`config.mk`:
```
export PLATFORM = sky130hd
export DESIGN_NAME = servo_instruction_packet_framer
export DESIGN_NICKNAME = d
export VERILOG_FILES = /design/src/rtl/sipf_pkg.sv /design/src/rtl/sipf_front.sv /design/src/rtl/sipf_queue.sv /design/src/rtl/sipf_back.sv /design/src/rtl/servo_instruction_packet_framer.sv
export SDC_FILE = /design/constraint.sdc
export NUM_CORES = 1
export LEC_CHECK = 0
export ABC_AREA = 1
export BUFFER_PORTS_ARGS = -buffer_cell sky130_fd_sc_hd__clkbuf_2
export CORE_UTILIZATION = 50
export CTS_CLUSTER_SIZE = 20
export DETAILED_ROUTE_END_ITERATION = 7
export GPL_ROUTABILITY_DRIVEN = 0
export PLACE_DENSITY = 0.67
export SLEW_MARGIN = 10
export SYNTH_ARGS = -nofsm -noshare
export SYNTH_HDL_FRONTEND = slang
export SYNTH_SLANG_ARGS = --single-unit
```
`constraint.sdc`:
```
create_clock -name aclk -period 8.25 [get_ports aclk]
set_input_delay 0.4125 -clock aclk [delete_from_list [all_inputs] [get_ports aclk]]
set_output_delay 0.4125 -clock aclk [all_outputs]
set_load 0.03 [all_outputs]
```
`src/rtl/sipf_pkg.sv`:
```
// ----------------------------------------------------------------------------
// sipf_pkg
// Shared operation codes, header constants and the command record passed
// from the classifier to the byte serializer.
// ----------------------------------------------------------------------------
`default_nettype none

package sipf_pkg;

    localparam logic [1:0] OP_SINGLE  = 2'd0;
    localparam logic [1:0] OP_SYNC    = 2'd1;
    localparam logic [1:0] OP_PAYLOAD = 2'd2;

    localparam logic [7:0] HDR_BYTE        = 8'hff;
    localparam logic [7:0] SYNC_TARGET     = 8'hfe;
    localparam logic [7:0] LEN_NO_PARAM    = 8'd2;
    localparam logic [7:0] LEN_SINGLE_BASE = 8'd3;
    localparam logic [7:0] LEN_SYNC_BASE   = 8'd4;

    localparam int MAX_BYTES     = 8;
    localparam int BYTE_IDX_W    = $clog2(MAX_BYTES);
    localparam int REMAIN_W      = 16;
    localparam int QUEUE_DEPTH_D = 2;

    // One item's worth of output bytes, emitted from index 0 to last_idx.
    typedef struct packed {
        logic [MAX_BYTES-1:0][7:0] bytes;
        logic [BYTE_IDX_W-1:0]     last_idx;
        logic                      err;
    } frame_cmd_t;

endpackage

`default_nettype wire

```
`src/rtl/sipf_front.sv`:
```
// ----------------------------------------------------------------------------
// sipf_front
// Accepts items, tracks packet state and turns each item into a command
// holding every byte it produces, including header length and checksum.
// ----------------------------------------------------------------------------
`default_nettype none

module sipf_front (
    input  wire logic              aclk,
    input  wire logic              aresetn,
    input  wire logic              in_valid,
    input  wire logic [1:0]        operation,
    input  wire logic [7:0]        servo_id,
    input  wire logic [7:0]        instruction,
    input  wire logic [7:0]        address,
    input  wire logic [7:0]        param_count,
    input  wire logic [7:0]        servo_count,
    input  wire logic [7:0]        payload,
    input  wire logic              queue_full,
    output logic                   in_ready,
    output logic                   push,
    output sipf_pkg::frame_cmd_t   push_cmd
);
    import sipf_pkg::*;

    logic [7:0]          sum_reg, sum_next;
    logic [REMAIN_W-1:0] remain_reg, remain_next;
    logic                open_reg, open_next;

    logic [8:0]          plen_p1;
    logic [16:0]         body_prod;
    logic [REMAIN_W-1:0] body;
    logic [7:0]          single_len;
    logic [7:0]          sync_len;
    logic [7:0]          hdr_sum;
    logic [7:0]          pay_sum;
    logic [REMAIN_W-1:0] remain_dec;

    assign in_ready = !queue_full;
    assign push     = in_valid && in_ready;

    assign plen_p1    = {1'b0, param_count} + 9'd1;
    assign body_prod  = 17'(plen_p1) * 17'(servo_count);
    assign body       = body_prod[REMAIN_W-1:0];
    assign single_len = (param_count != 8'd0) ? (param_count + LEN_SINGLE_BASE) : LEN_NO_PARAM;
    assign sync_len   = body[7:0] + LEN_SYNC_BASE;
    assign pay_sum    = sum_reg + payload;
    assign remain_dec = remain_reg - REMAIN_W'(1);

    always_comb begin
        if (operation == OP_SINGLE) begin
            hdr_sum = servo_id + single_len + instruction
                    + ((param_count != 8'd0) ? address : 8'd0);
        end else begin
            hdr_sum = SYNC_TARGET + sync_len + instruction + address + param_count;
        end
    end

    always_comb begin
        sum_next    = sum_reg;
        remain_next = remain_reg;
        open_next   = open_reg;
        push_cmd    = '0;
        unique case (operation) inside
            OP_PAYLOAD: begin
                if (!open_reg || remain_reg == '0) begin
                    push_cmd.err      = 1'b1;
                    push_cmd.last_idx = '0;
                end else begin
                    push_cmd.bytes[0] = payload;
                    remain_next       = remain_dec;
                    if (remain_dec == '0) begin
                        // Close the packet with the checksum.
                        push_cmd.bytes[1] = ~pay_sum;
                        push_cmd.last_idx = BYTE_IDX_W'(1);
                        open_next         = 1'b0;
                        sum_next          = 8'd0;
                    end else begin
                        push_cmd.last_idx = '0;
                        sum_next          = pay_sum;
                    end
                end
            end
            OP_SINGLE, OP_SYNC: begin
                if (open_reg) begin
                    push_cmd.err      = 1'b1;
                    push_cmd.last_idx = '0;
                end else begin
                    push_cmd.bytes[0] = HDR_BYTE;
                    push_cmd.bytes[1] = HDR_BYTE;
                    if (operation == OP_SINGLE) begin
                        push_cmd.bytes[2] = servo_id;
                        push_cmd.bytes[3] = single_len;
                        push_cmd.bytes[4] = instruction;
                        push_cmd.last_idx = BYTE_IDX_W'(5);
                        remain_next       = REMAIN_W'(param_count);
                        if (param_count != 8'd0) begin
                            push_cmd.bytes[5] = address;
                            open_next         = 1'b1;
                            sum_next          = hdr_sum;
                        end else begin
                            push_cmd.bytes[5] = ~hdr_sum;
                            sum_next          = 8'd0;
                        end
                    end else begin
                        push_cmd.bytes[2] = SYNC_TARGET;
                        push_cmd.bytes[3] = sync_len;
                        push_cmd.bytes[4] = instruction;
                        push_cmd.bytes[5] = address;
                        push_cmd.bytes[6] = param_count;
                        remain_next       = body;
                        if (body != '0) begin
                            push_cmd.last_idx = BYTE_IDX_W'(6);
                            open_next         = 1'b1;
                            sum_next          = hdr_sum;
                        end else begin
                            push_cmd.bytes[7] = ~hdr_sum;
                            push_cmd.last_idx = BYTE_IDX_W'(7);
                            sum_next          = 8'd0;
                        end
                    end
                end
            end
            default: begin
                push_cmd.err      = 1'b1;
                push_cmd.last_idx = '0;
            end
        endcase
    end

    always_ff @(posedge aclk) begin
        if (!aresetn) begin
            sum_reg    <= 8'd0;
            remain_reg <= '0;
            open_reg   <= 1'b0;
        end else if (push) begin
            sum_reg    <= sum_next;
            remain_reg <= remain_next;
            open_reg   <= open_next;
        end
    end

endmodule

`default_nettype wire

```
`src/rtl/sipf_queue.sv`:
```
// ----------------------------------------------------------------------------
// sipf_queue
// Small first-in first-out queue of commands between classifier and
// serializer.
// ----------------------------------------------------------------------------
`default_nettype none

module sipf_queue #(
    parameter int DEPTH = sipf_pkg::QUEUE_DEPTH_D
) (
    input  wire logic                 aclk,
    input  wire logic                 aresetn,
    input  wire logic                 push,
    input  wire sipf_pkg::frame_cmd_t push_cmd,
    output logic                      full,
    input  wire logic                 pop,
    output logic                      head_valid,
    output sipf_pkg::frame_cmd_t      head_cmd
);
    import sipf_pkg::*;

    localparam int PTR_W = (DEPTH > 1) ? $clog2(DEPTH) : 1;
    localparam int CNT_W = $clog2(DEPTH + 1);

    frame_cmd_t           slots_reg [DEPTH];
    logic [PTR_W-1:0]     wr_ptr_reg, wr_ptr_next;
    logic [PTR_W-1:0]     rd_ptr_reg, rd_ptr_next;
    logic [CNT_W-1:0]     count_reg, count_next;

    assign full       = (count_reg == CNT_W'(DEPTH));
    assign head_valid = (count_reg != '0);
    assign head_cmd   = slots_reg[rd_ptr_reg];

    always_comb begin
        wr_ptr_next = wr_ptr_reg;
        rd_ptr_next = rd_ptr_reg;
        count_next  = count_reg;
        if (push) begin
            wr_ptr_next = (wr_ptr_reg == PTR_W'(DEPTH - 1)) ? '0 : wr_ptr_reg + PTR_W'(1);
        end
        if (pop) begin
            rd_ptr_next = (rd_ptr_reg == PTR_W'(DEPTH - 1)) ? '0 : rd_ptr_reg + PTR_W'(1);
        end
        if (push && !pop) begin
            count_next = count_reg + CNT_W'(1);
        end else if (pop && !push) begin
            count_next = count_reg - CNT_W'(1);
        end
    end

    always_ff @(posedge aclk) begin
        if (!aresetn) begin
            wr_ptr_reg <= '0;
            rd_ptr_reg <= '0;
            count_reg  <= '0;
        end else begin
            wr_ptr_reg <= wr_ptr_next;
            rd_ptr_reg <= rd_ptr_next;
            count_reg  <= count_next;
        end
    end

    always_ff @(posedge aclk) begin
        if (push) begin
            slots_reg[wr_ptr_reg] <= push_cmd;
        end
    end

endmodule

`default_nettype wire

```
`src/rtl/sipf_back.sv`:
```
// ----------------------------------------------------------------------------
// sipf_back
// Walks the head command one byte per cycle, unless stalled, into a registered output stage.
// ----------------------------------------------------------------------------
`default_nettype none

module sipf_back (
    input  wire logic                 aclk,
    input  wire logic                 aresetn,
    input  wire logic                 head_valid,
    input  wire sipf_pkg::frame_cmd_t head_cmd,
    output logic                      pop,
    output logic                      out_valid,
    input  wire logic                 out_ready,
    output logic [7:0]                tx_byte,
    output logic                      last_byte,
    output logic                      error
);
    import sipf_pkg::*;

    logic [BYTE_IDX_W-1:0] idx_reg, idx_next;
    logic                  valid_reg, valid_next;
    logic [7:0]            byte_reg;
    logic                  last_reg;
    logic                  err_reg;
    logic                  load;
    logic                  at_last;

    assign load    = head_valid && (!valid_reg || out_ready);
    assign at_last = (idx_reg == head_cmd.last_idx);
    assign pop     = load && at_last;

    always_comb begin
        idx_next   = idx_reg;
        valid_next = valid_reg;
        if (load) begin
            valid_next = 1'b1;
            idx_next   = at_last ? '0 : idx_reg + BYTE_IDX_W'(1);
        end else if (out_ready) begin
            valid_next = 1'b0;
        end
    end

    always_ff @(posedge aclk) begin
        if (!aresetn) begin
            idx_reg   <= '0;
            valid_reg <= 1'b0;
        end else begin
            idx_reg   <= idx_next;
            valid_reg <= valid_next;
        end
    end

    always_ff @(posedge aclk) begin
        if (load) begin
            byte_reg <= head_cmd.err ? 8'd0 : head_cmd.bytes[idx_reg];
            last_reg <= at_last;
            err_reg  <= head_cmd.err;
        end
    end

    assign out_valid = valid_reg;
    assign tx_byte   = byte_reg;
    assign last_byte = last_reg;
    assign error     = err_reg;

endmodule

`default_nettype wire

```
`src/rtl/servo_instruction_packet_framer.sv`:
```
// ----------------------------------------------------------------------------
// servo_instruction_packet_framer
// Frames servo instruction packets (header, payload pass-through, inverted
// checksum) as a byte stream.
// ----------------------------------------------------------------------------
//  channel  direction  tdata                              tuser          tlast
//  s_       in         id,instr,addr,pcount,scount,data  operation      -
//  m_       out        tx_byte                            error          last_byte
//
//  The front end accepts one item per cycle while the command queue has room.
//  The serializer emits one byte per cycle while m_ is not stalled: a start
//  item gives 6 to 8 bytes, a payload item 1 or 2 (2 when it closes the
//  packet), an error 1. Sustained rate is set by that byte serializer;
//  the queue absorbs bursts. Reset clears packet state, queue and output
//  stage. A stall on m_ backs up through the queue to s_tready only.
// ----------------------------------------------------------------------------
`default_nettype none

module servo_instruction_packet_framer #(
    parameter int QUEUE_DEPTH = sipf_pkg::QUEUE_DEPTH_D
) (
    input  wire logic        aclk,
    input  wire logic        aresetn,
    input  wire logic        s_tvalid,
    output logic             s_tready,
    input  wire logic [47:0] s_tdata,   // servo_id, instruction, address,
                                        // param_count, servo_count, payload
    input  wire logic [1:0]  s_tuser,   // operation
    output logic             m_tvalid,
    input  wire logic        m_tready,
    output logic [7:0]       m_tdata,   // tx_byte
    output logic             m_tlast,
    output logic [0:0]       m_tuser    // error
);
    import sipf_pkg::*;

    logic       push;
    logic       pop;
    logic       queue_full;
    logic       head_valid;
    frame_cmd_t push_cmd;
    frame_cmd_t head_cmd;
    logic       err_bit;

    sipf_front u_front (
        .aclk        (aclk),
        .aresetn     (aresetn),
        .in_valid    (s_tvalid),
        .operation   (s_tuser),
        .servo_id    (s_tdata[7:0]),
        .instruction (s_tdata[15:8]),
        .address     (s_tdata[23:16]),
        .param_count (s_tdata[31:24]),
        .servo_count (s_tdata[39:32]),
        .payload     (s_tdata[47:40]),
        .queue_full  (queue_full),
        .in_ready    (s_tready),
        .push        (push),
        .push_cmd    (push_cmd)
    );

    sipf_queue #(
        .DEPTH (QUEUE_DEPTH)
    ) u_queue (
        .aclk       (aclk),
        .aresetn    (aresetn),
        .push       (push),
        .push_cmd   (push_cmd),
        .full       (queue_full),
        .pop        (pop),
        .head_valid (head_valid),
        .head_cmd   (head_cmd)
    );

    sipf_back u_back (
        .aclk       (aclk),
        .aresetn    (aresetn),
        .head_valid (head_valid),
        .head_cmd   (head_cmd),
        .pop        (pop),
        .out_valid  (m_tvalid),
        .out_ready  (m_tready),
        .tx_byte    (m_tdata),
        .last_byte  (m_tlast),
        .error      (err_bit)
    );

    assign m_tuser = err_bit;

endmodule

`default_nettype wire

```
==> metrics list <==
* Result of the run: completed
- Distinct cells, synth: 42
* Synthesized instance count: between 1500 and 2000
- Leakage: approximately 6.5 nW
- Wire segments on met2 add up to roughly 16000 um in the final route.
* Crit path max-delay cell type: sky130_fd_sc_hd__fa_1
- Dividing the detail-routed wire length by the instance count gives between 15 and 20 um.
* Crit Path Category: in -> reg
- Unrepaired setup endpoints after global routing: no
* Total Power: 4.31 mW
- Remaining global-route overflow: 0
- Derived from the worst setup path, the maximum achievable clock frequency is approximately 160 MHz.
* Leading cell types by count after synthesis: sky130_fd_sc_hd__nand2_1 (287), sky130_fd_sc_hd__inv_1 (249), sky130_fd_sc_hd__nor2_1 (198)
* Yosys warns: 0
- Cell taking the most area after synthesis: sky130_fd_sc_hd__edfxtp_1
- Tracing the worst setup path back leads to its startpoint at s_tdata[24].
- After detailed placement, the total cell area comes to about 13000 sq um.
- Of the total synthesized cell area, the portion taken by XOR and XNOR cells is 0.0184.
- Die height: 162 um
- Count of clock tree sinks: 180
- In this run the tool buffered the top-level ports with between 60 and 70 buffer cells.
- Of the total synthesized cell area, the portion taken by full adders, half adders and majority gates is 0.177.
- The die covers 26400 sq um.
- The critical path ends at u_queue.slots_reg[1][51].
- Maxcap violations: 0
- Origin of the worst min-delay path: m_tready
- Worst Hold Depth: 4
* Clock skew: 12.7 ps
* Power density of the placed cells: 306 nW/um^2
- Final wirelength: between 30000 and 40000 um
- Post-layout minimum cycle time: about 6400 ps
* Number of enable-type register cells in the synthesized netlist: about 150
* Via total after detailed routing: approximately 11000
* Core ar.: roughly 25000 sq um
* Number of antenna-violating nets in the routed design: 0
- Pin placement for this block handled 66 I/O pins.
- The max-slew violation total from the final report was 0.
- After clock tree synthesis, the flow added hold-fix buffers numbering 0.
- Die width: 162 um
- DRT Pass-1 Iters: 7
* Fraction of synthesized area in multiplexers: 0.000779
- Setup total negative slack: 0 ps
- The worst setup path is captured at a flop.
* Clock transition time at the flip-flop clock pins of the worst setup and hold paths: ~70 ps
- Post-Layout Inst Area: 14100 sq um
- The area growth from synthesis to layout is 9.67%.
* ANT cells: 0
* Largest stage delay, worst path: approximately 540 ps
* Cell with the most instances after synthesis: sky130_fd_sc_hd__nand2_1
- Fraction of synthesized cell area taken by the top area cell type: 0.341
- GR Util All Layers: 0.267
- Synthesized-area fraction occupied by ao, oa, aoi and oai cells: 0.123
- STA puts the critical path data required time at around 8400 ps.
- Number of buffers added by the clock tree synthesis step: 17
- Clock latency on the worst-skew pair, taken at its later pin, is 440 ps.
- Post-layout nets: around 1800
* Summed instance area of the synthesized netlist: about 13000 sq um
- Of the synthesized area, sequential elements account for 0.394.
* Area share of and/or/nand/nor cells after synthesis: 0.197
* Post-synth ARST share: 0
- Number of gates resized after cts: 0
- Maximum count of clock buffers along a single path: 2
- Post-CTS setup buffer count: 0
- In this run the core area contains between 50 and 60 standard-cell rows.
- For the pin with the worst max-slew slack, the measured transition is 982 ps.
- Clock root buffer master: sky130_fd_sc_hd__clkbuf_16
- Maximum fanout along the worst path: 11
* DRC Markers: 0
- Flip-flop and latch count after synthesis: 180
- Flip-flop count of the largest register after layout: around 140
* Final Cycle Share: 0.775
- Setup crit start kind: input pin
- Routed vias/inst: approximately 5.5
* Count of endpoints failing setup in the final report: 0
* Cells taking the most area after synthesis: sky130_fd_sc_hd__edfxtp_1 (34%), sky130_fd_sc_hd__fa_1 (11%), sky130_fd_sc_hd__nand2_1 (8.4%)
- Synthesized area per cell: 8.38 sq um
- The detailed router used layers up to and including met4.
- Measured against its own limit, the worst slew margin works out to 0.328.
- Maximum number of pins on one net before global-route repair: 70
- After detailed routing, the met3 layer carries approximately 1800 um of wire.
- Post-layout utilization of the core: 0.560
* Hold violation count in the final report: 0
- Worst supply voltage drop on vdd: between 0.15 and 0.2 mV
- For the worst setup path, the data arrival time is 6580 ps.
* Min-delay worst type: in -> reg
- In this run, the number of DRC markers left after iteration 0 of detailed routing was between 700 and 800.
* CTS tree: done
* Net count after synthesis: between 1500 and 2000
- Initial core utilization: 0.510
- Number of antenna violations at the first check in global routing: 0
- FF-to-FF setup slack: between 4000 and 5000 ps
* Detailed placer's ending HPWL: 24900 um
* Wire length of the first global-routing pass: approximately 54000 um
- By area, the combinational part of the netlist is dominated by simple AND/OR/NAND/NOR gates.
- Reg-to-Reg End: u_queue.count_reg[1]
- Counting cells, the worst reg-to-reg path comes to 13.
- Number of global-route vias before repair: between 10000 and 15000
- In the final layout, the share of cells above drive strength 1 is 0.0842.
- Most common flop cell mapped by yosys: sky130_fd_sc_hd__edfxtp_1
* H-tree depth: 4
* Met1 wire length: about 14000 um
## metal layers
metal,vias up,GRT usage
met3,66,0.0395
met2,316,0.451
met5,-,0
li1,5151,-
met1,5072,0.348
met4,0,0.0982
## layout make-up
type	count	area, sq um
clock inverters	15	175
flip-flops and latches	180	5070
clock buffers	17	425
inverters	254	953
repair buffers	76	408
well taps	330	413
multi-input cells	1050	6660
fillers	2249	11100
## cells by family (layout without fill, tap and decap cells)
kind of cell	count (synthesis)	count (layout)
adder cells (fa/ha/maj)	140	140
multiplexers	1	1
buffers and inverters	304	362
XOR/XNOR	27	27
AND/OR/NAND/NOR	605	605
AO/OA/AOI/OAI	277	277
flip-flops	180	180
## critical path, delay by kind of cell
family / cells / cell delay (ps)
xor gates and xnor gates: 1 / 380
and+or+nand+nor: 14 / 1370
AOI/OAI and AO/OA: 2 / 280
buffers and inverters: 11 / 1190
adders and majority gates: 7 / 2910
## layout by cell type, fill, tap and decap left out, types with 22 or more instances in the layout
| cell | Yosys | routed |
|---|---|---|
| sky130_fd_sc_hd__fa_1 | 70 | 70 |
| sky130_fd_sc_hd__o221ai_1 | 22 | 22 |
| sky130_fd_sc_hd__nor2_1 | 198 | 196 |
| sky130_fd_sc_hd__clkbuf_2 | 0 | 65 |
| sky130_fd_sc_hd__nand3_1 | 69 | 69 |
| sky130_fd_sc_hd__a21oi_1 | 75 | 75 |
| sky130_fd_sc_hd__ha_1 | 70 | 70 |
| sky130_fd_sc_hd__nand2_1 | 287 | 287 |
| sky130_fd_sc_hd__dfxtp_1 | 34 | 33 |
| sky130_fd_sc_hd__inv_1 | 249 | 248 |
| sky130_fd_sc_hd__o21ai_0 | 128 | 128 |
| sky130_fd_sc_hd__edfxtp_1 | 146 | 146 |
## stage by stage
| step | instances | hold slack, ps | worst slack, ps |
|---|---|---|---|
| floorplan | 1534 | 447 | 2310 |
| global placement | 1890 | 447 | 1710 |
| detailed placement | 1890 | 459 | 1500 |
| CTS | 1922 | 261 | 1920 |
| global route | 1922 | 300 | 1390 |
| finish | 1922 | 268 | 1850 |
## where the power goes
group | switching, mW | leakage, nW | internal (mW)
Clock | 0.400 | 0.291 | 0.411
Sequential | 0.0756 | 1.67 | 1.20
Combinational | 1.49 | 4.50 | 0.729
Total | 1.96 | 6.46 | 2.34
## worst min path at each step
stage,slack [ps],end
after floorplan,450,flop
after global placement,450,flop
after detailed placement,460,flop
after CTS,260,u_back.out_valid
after global routing,300,u_back.out_valid
final,270,u_back.out_valid
(Power assumes the default switching activity.)
